File: config.mk
export PLATFORM = sky130hd
export DESIGN_NAME = rhbm_div
export DESIGN_NICKNAME = d
export VERILOG_FILES = /design/src/design/rhbm_pkg.sv /design/src/design/rhbm_div.sv
export SDC_FILE = /design/constraint.sdc
export NUM_CORES = 2
export LEC_CHECK = 0
export BUFFER_PORTS_ARGS = -buffer_cell sky130_fd_sc_hd__buf_2
export CORE_MARGIN = 1
export CORE_UTILIZATION = 35
export DETAILED_ROUTE_END_ITERATION = 16
export GPL_TIMING_DRIVEN = 0
export PLACE_DENSITY = 0.47
export SLEW_MARGIN = 40
export SYNTH_ARGS = -nofsm -noshare
export SYNTH_HDL_FRONTEND = slang
export SYNTH_SLANG_ARGS = --single-unit
File: constraint.sdc
create_clock -name clk -period 45.8 [get_ports clk]
set_input_delay 4.58 -clock clk [delete_from_list [all_inputs] [get_ports clk]]
set_output_delay 4.58 -clock clk [all_outputs]
set_load 0.01 [all_outputs]
File: src/design/rhbm_pkg.sv
package rhbm_pkg;

	localparam int KEY_W      = 64;
	localparam int HASH_W     = 60;
	localparam int CNT_W      = 40;
	localparam int DVS_W      = 9;
	localparam int REM_W      = 8;
	localparam int DIV_STAGES = 8;
	localparam int DIV_STEPS  = KEY_W / DIV_STAGES;

	// configuration register indexes
	localparam logic [2:0] REG_HASH_SEED         = 3'd0;
	localparam logic [2:0] REG_HASH_BYPASS       = 3'd1;
	localparam logic [2:0] REG_LOG_BASE_ARCS     = 3'd2;
	localparam logic [2:0] REG_LONG_ARC_COUNT    = 3'd3;
	localparam logic [2:0] REG_SHORT_GROUP_COUNT = 3'd4;
	localparam logic [2:0] REG_SHORT_ARC_COUNT   = 3'd5;
	localparam logic [2:0] REG_ARC_SIZE          = 3'd6;
	localparam logic [2:0] REG_GROUP_MULTIPLIER  = 3'd7;

	// layout as the datapath sees it: lg already clamped, cs never zero
	typedef struct packed {
		logic [63:0] seed;
		logic        bypass;
		logic [2:0]  lg;
		logic [31:0] long_arcs;
		logic [31:0] short_groups;
		logic [31:0] short_arcs;
		logic [7:0]  cs;
		logic [31:0] groups;
	} cfg_t;

	// what rides along the divider besides dividend and divisor
	typedef struct packed {
		logic       direct;
		logic [7:0] dval;
		logic       wide;
	} side_t;

endpackage

File: src/design/rhbm_div.sv
module rhbm_div (
	input  logic                           clk,
	input  logic                           arst_n,
	input  logic                           en,
	input  logic                           in_vld,
	input  logic [rhbm_pkg::KEY_W-1:0]     in_dvd,
	input  logic [rhbm_pkg::DVS_W-1:0]     in_dvs,
	input  rhbm_pkg::side_t                in_side,
	output logic                           out_vld,
	output logic [rhbm_pkg::KEY_W-1:0]     out_quo,
	output logic [rhbm_pkg::REM_W-1:0]     out_rem,
	output rhbm_pkg::side_t                out_side
);
	import rhbm_pkg::*;

	// restoring division, DIV_STEPS quotient bits per stage
	logic             vld_s  [DIV_STAGES];
	logic [KEY_W-1:0] work_s [DIV_STAGES];
	logic [REM_W-1:0] rem_s  [DIV_STAGES];
	logic [DVS_W-1:0] dvs_s  [DIV_STAGES];
	side_t            side_s [DIV_STAGES];

	for (genvar g = 0; g < DIV_STAGES; g++) begin : g_stage
		logic             v_in;
		logic [KEY_W-1:0] w_in, w_nx;
		logic [REM_W-1:0] r_in, r_nx;
		logic [DVS_W-1:0] d_in;
		side_t            s_in;

		if (g == 0) begin : g_first
			assign v_in = in_vld;
			assign w_in = in_dvd;
			assign r_in = '0;
			assign d_in = in_dvs;
			assign s_in = in_side;
		end else begin : g_next
			assign v_in = vld_s[g-1];
			assign w_in = work_s[g-1];
			assign r_in = rem_s[g-1];
			assign d_in = dvs_s[g-1];
			assign s_in = side_s[g-1];
		end

		always_comb begin
			logic [DVS_W-1:0] t;
			w_nx = w_in;
			r_nx = r_in;
			for (int i = 0; i < DIV_STEPS; i++) begin
				t = {r_nx, w_nx[KEY_W-1]};
				if (t >= d_in) begin
					r_nx = REM_W'(t - d_in);
					w_nx = {w_nx[KEY_W-2:0], 1'b1};
				end else begin
					r_nx = t[REM_W-1:0];
					w_nx = {w_nx[KEY_W-2:0], 1'b0};
				end
			end
		end

		always_ff @(posedge clk or negedge arst_n) begin
			if (!arst_n) begin
				vld_s[g] <= 1'b0;
			end else if (en) begin
				vld_s[g] <= v_in;
			end
		end

		always_ff @(posedge clk) begin
			if (en) begin
				work_s[g] <= w_nx;
				rem_s[g]  <= r_nx;
				dvs_s[g]  <= d_in;
				side_s[g] <= s_in;
			end
		end
	end

	assign out_vld  = vld_s[DIV_STAGES-1];
	assign out_quo  = work_s[DIV_STAGES-1];
	assign out_rem  = rem_s[DIV_STAGES-1];
	assign out_side = side_s[DIV_STAGES-1];

endmodule

# Yosys cells after proc, flatten, opt, wreduce, memory -nomap -nowiden

Memory sizes are Yosys's and may differ from the RTL's.
Cells that the tools add are included.

Register bits: 8
RAM bits: 728
Bits of input ports: 87
Output and inout port bits: 83
Word-level logic and storage cells: 270
Memories: 4

Add/subtract/negate cells: 64
Order comparisons: 64
Mux-type cells: 130

Memory list:

| name   | words | width | read ports | clocked after memory_dff | write ports | line           | RTL |
|---|---|---|---|---|---|---|---|
| work_s | 8     | 64    | 8          | 0                        | 8           | rhbm_div.sv:18 | `logic [KEY_W-1:0] work_s [DIV_STAGES];` |
| side_s | 8     | 10    | 8          | 0                        | 8           | rhbm_div.sv:21 | `side_t side_s [DIV_STAGES];` |
| dvs_s  | 8     | 9     | 7          | 0                        | 8           | rhbm_div.sv:20 | `logic [DVS_W-1:0] dvs_s [DIV_STAGES];` |
| rem_s  | 8     | 8     | 8          | 0                        | 8           | rhbm_div.sv:19 | `logic [REM_W-1:0] rem_s [DIV_STAGES];` |

Operators with widths:

| operator    | count |
|---|---|
| $ge 9x9->1  | 63 |
| $mux 8      | 64 |
| $sub 8x8->8 | 63 |
| $mux 1      | 66 |
| $ge 1x9->1  | 1 |
| $sub 1x8->8 | 1 |

# Longest topological paths before layout

An unclocked memory read counts as a cell.

Word-level depth: 17
Gate-level depth with buffers: 78
Gate-level depth less buffers: 73

# Worst setup path after synthesis

OpenSTA, ideal clock, no wires.

Path type: input to register
From: input port in_dvs[2] (netlist name)
To: memory rem_s[0][1] (data pin)
Library setup time: 0.260 ns
Data arrival time: 17.364 ns
Path slack: 28.176 ns
Stages on the path: 62
Path buffers: 4
Path through: or4_1 -> clkbuf_1 -> or3_1 -> and3_1 -> ha_1 -> a211oi_1 -> o21ai_0 -> a21oi_2 -> nand2_1 -> mux2_2 -> ha_1 -> or2_0 -> o21bai_1 -> or3_1 -> o21ai_4 -> inv_2 -> o21ai_0 -> inv_1 -> [... 26 more ...] -> nor2b_1 -> o31a_1 -> o31a_1 -> o221a_2 -> o21ai_0 -> nand2b_1 -> clkbuf_1 -> nor2_1 -> a21oi_1 -> ha_1 -> a21oi_1 -> nor2b_1 -> o21ai_0 -> a21oi_1 -> o221ai_1 -> a21oi_1 -> clkbuf_1 -> mux2_2

RTL lines:

| element         | line           | RTL |
|---|---|---|
| start, declared | rhbm_div.sv:7  | `input logic [rhbm_pkg::DVS_W-1:0] in_dvs,` |
| end, declared   | rhbm_div.sv:19 |  |

==> impl_metrics.toml <==
[synthesis]
async_flop_share = 0.0110
synth_flop_cell = "edfxtp_1"
synth-seq-cells = 727
synth_top_area_frac = 0.434
synth-edff-count = 719
yosysUniqueCellTypes = 93
netlist_instances = 4534
syn_area_sq_mm = 0.0498
syn_area_per_cell_sq_um = 11.0
yosys.area.top_type = "edfxtp_1"
ys_top_cells_by_area = "edfxtp_1, ha_1, mux2_2"
ys_seq_area_frac = 0.438
syn_nets = 5253
yosys_warnings = 0

[clock_network]
cts_tree = "built"
clockBufferDepth = 3
clk_pin_slew_worst_paths_ps = 50
cts_setup_buffers = 0
root_buffer = "clkbuf_16"
worstSkewPairLatency_ps = 710
numCtsBuffers = 88
h-tree-depth = 3
hold_buffers = 0
cts_resized = 0
cts_sinks = 727

[layout]
layout_commonest_cell = "edfxtp_1"
layout_common_cells = "edfxtp_1, ha_1, nor2_1, inv_1, a21oi_1"
area_growth_syn_to_layout_pct = 12.7
layout.nets = 5521
drive_above_1_share = 0.124
fill_cells = 13824
multi_input_area_sq_mm = 0.0265
n_antenna_cell = 0
seq_area_sq_mm = 0.0218

[drt]
routed_wirelength_microns = 117000
ant_nets = 0
wl_per_cell_microns = 17.3
via_count = 34426
drtIter0Drc = 1833
drc = 0
via_per_inst = 5.09
drtPass1Iterations = 7

[sta]
tightest_slew_ps = 757
fmax_mhz = 51.1
tns_ps = 0
rsz0062_at_grt = "no"
finalHoldViolations = 0
slew_headroom = 0.495
fin_hold_ws_ps = 399
setup_violations = 0
fin_crit_ps = 19580
post-route-period-util = 0.428
finalClockSkew_ps = 42.5
fin_ws_ps = 26220
slew_violations = 0

[worst_setup_path]
cp_num_buf_inv = 10
worst-r2r-cell-count = 69
crit_end = "rem_s[0][1]"
max_stage_delay_ps = 540
crit_path_start = "in_dvs[1]"
crit_top_cell = "ha_1"
r2r_slack_ps = 26710
crit_arrival_ps = 20020
path_depth = 64
critPathMaxFanout = 10
critical_path_class = "input port to flip-flop"
start_kind = "input port"
crit_family = "compound AO/OA/AOI/OAI gates"
cp_slowest_cell = "a211oi_2"
required_ps = 46240
r2r_start = "dvs_s[0][1]"
end_kind = "flip-flop"
r2r_end = "rem_s[0][14]"

[floorplanning]
core_area_sq_mm = 0.141
io_pins = 170
die_x_microns = 379
die_h_microns = 379
start_util = 0.352
die_area_sq_mm = 0.144
num_rows = 138

[job]
drv_cap = 0

[grt]
overflow = 0
grt_pass1_wl_microns = 185000
grt_pass1_vias = 33659
grt_max_degree = 105
grt_usage = 0.163
antenna_found_initial = 2

[placed_design]
dp_hpwl_microns = 87300
post-place-ws_ps = 25480
place.gp.congestion = 0.853
port_buffers = 169

[hold_path]
min-delay-path-class = "flip-flop to flip-flop"

[run_status]
status = "completed"
[layout make-up]
class / instances / share of cell area
flip-flops and latches: 727 / 0.388
clock inverters: 51 / 0.0102
repair buffers: 178 / 0.0192
clock buffers: 111 / 0.0413
well taps: 1890 / 0.0421
plain buffers: 36 / 0.00276
multi-input cells: 3425 / 0.473
inverters: 346 / 0.0232
[stage by stage]
step / std cells / util / area, sq um
floorplan: 4534 / - / 49800
global placement: 6593 / 0.375 / 53000
detailed placement: 6601 / 0.376 / 53200
CTS: 6763 / 0.397 / 56100
global route: 6764 / 0.397 / 56100
finish: 6764 / 0.397 / 56100
[cells by family (layout without fill, tap and decap cells)]
group | count (synthesis) | after routing | share of synthesized area
AOI/OAI and AO/OA | 1160 | 1160 | 0.152
and+or+nand+nor | 1103 | 1103 | 0.108
DFF | 727 | 727 | 0.438
adders and majority gates | 632 | 632 | 0.168
buffers and inverters | 382 | 722 | 0.0293
xor gates and xnor gates | 290 | 290 | 0.0510
muxes | 240 | 240 | 0.0538
[worst min path at each step]
stage | startpoint | end | slack, ps | cells past startpoint
after global placement | work_s[0][219] | work_s[1][35] | 400 | 0
after detailed placement | side_s[0][11] | side_s[0][21] | 400 | 0
final | work_s[1][133] | work_s[1][205] | 400 | 0
after CTS | work_s[1][76] | work_s[1][148] | 400 | 0
after floorplan | side_s[0][0] | side_s[0][10] | 400 | 0
after global routing | work_s[0][136] | work_s[0][208] | 410 | 0
[registers in the layout (all words and copies together) (netlist names)]
| register | cells |
|---|---|
| rem_s | 64 |
| g_stage.v_in | 7 |
| work_s | 512 |
| side_s | 80 |
| dvs_s | 63 |
| out_vld | 1 |
[worst register-to-register path, delay by kind of cell (launching register included)]
family / cells / cell delay (ps)
AOI/OAI and AO/OA: 34 / 9370
adders and majority gates: 8 / 2570
buffers and inverters: 12 / 3230
DFF: 1 / 600
muxes: 1 / 360
and+or+nand+nor: 14 / 2720
[cells in the mapped netlist (8+ instances only)]
| cell | number |
|---|---|
| o21ai_0 | 273 |
| o21a_1 | 148 |
| nor2_1 | 348 |
| clkinv_1 | 10 |
| inv_2 | 13 |
| a31oi_1 | 20 |
| or2_2 | 26 |
| nand3_1 | 58 |
| buf_2 | 10 |
| o21bai_1 | 39 |
| o22ai_1 | 9 |
| nand2_1 | 220 |
| o211ai_1 | 31 |
| o221ai_1 | 21 |
| xnor2_1 | 205 |
| xor2_1 | 85 |
| nand4_1 | 82 |
| mux2i_1 | 35 |
| mux2_2 | 200 |
| nor3_1 | 76 |
| and3_1 | 22 |
| a21o_1 | 112 |
| or3_1 | 16 |
| ha_1 | 569 |
| o31ai_1 | 33 |
| a211oi_1 | 36 |
| nand2b_1 | 72 |
| fa_1 | 63 |
| a21boi_0 | 20 |
| and2_1 | 26 |
| a21oi_1 | 286 |
| dfrtp_1 | 8 |
| o31a_1 | 35 |
| edfxtp_1 | 719 |
| inv_1 | 322 |
| clkbuf_1 | 22 |
| nor2b_1 | 127 |
[layer usage]
metal / vias to the layer above / wire length (microns) / GRT usage
met5: - / 0 / 0
met4: 0 / 3130 / 0.0538
met3: 165 / 3700 / 0.0211
met2: 485 / 54000 / 0.267
met1: 16303 / 56200 / 0.220
li1: 17473 / - / -
Power is left out: the tool's default activity adds up to more than one toggle a clock period on the data nets, which glitch-free logic cannot reach.
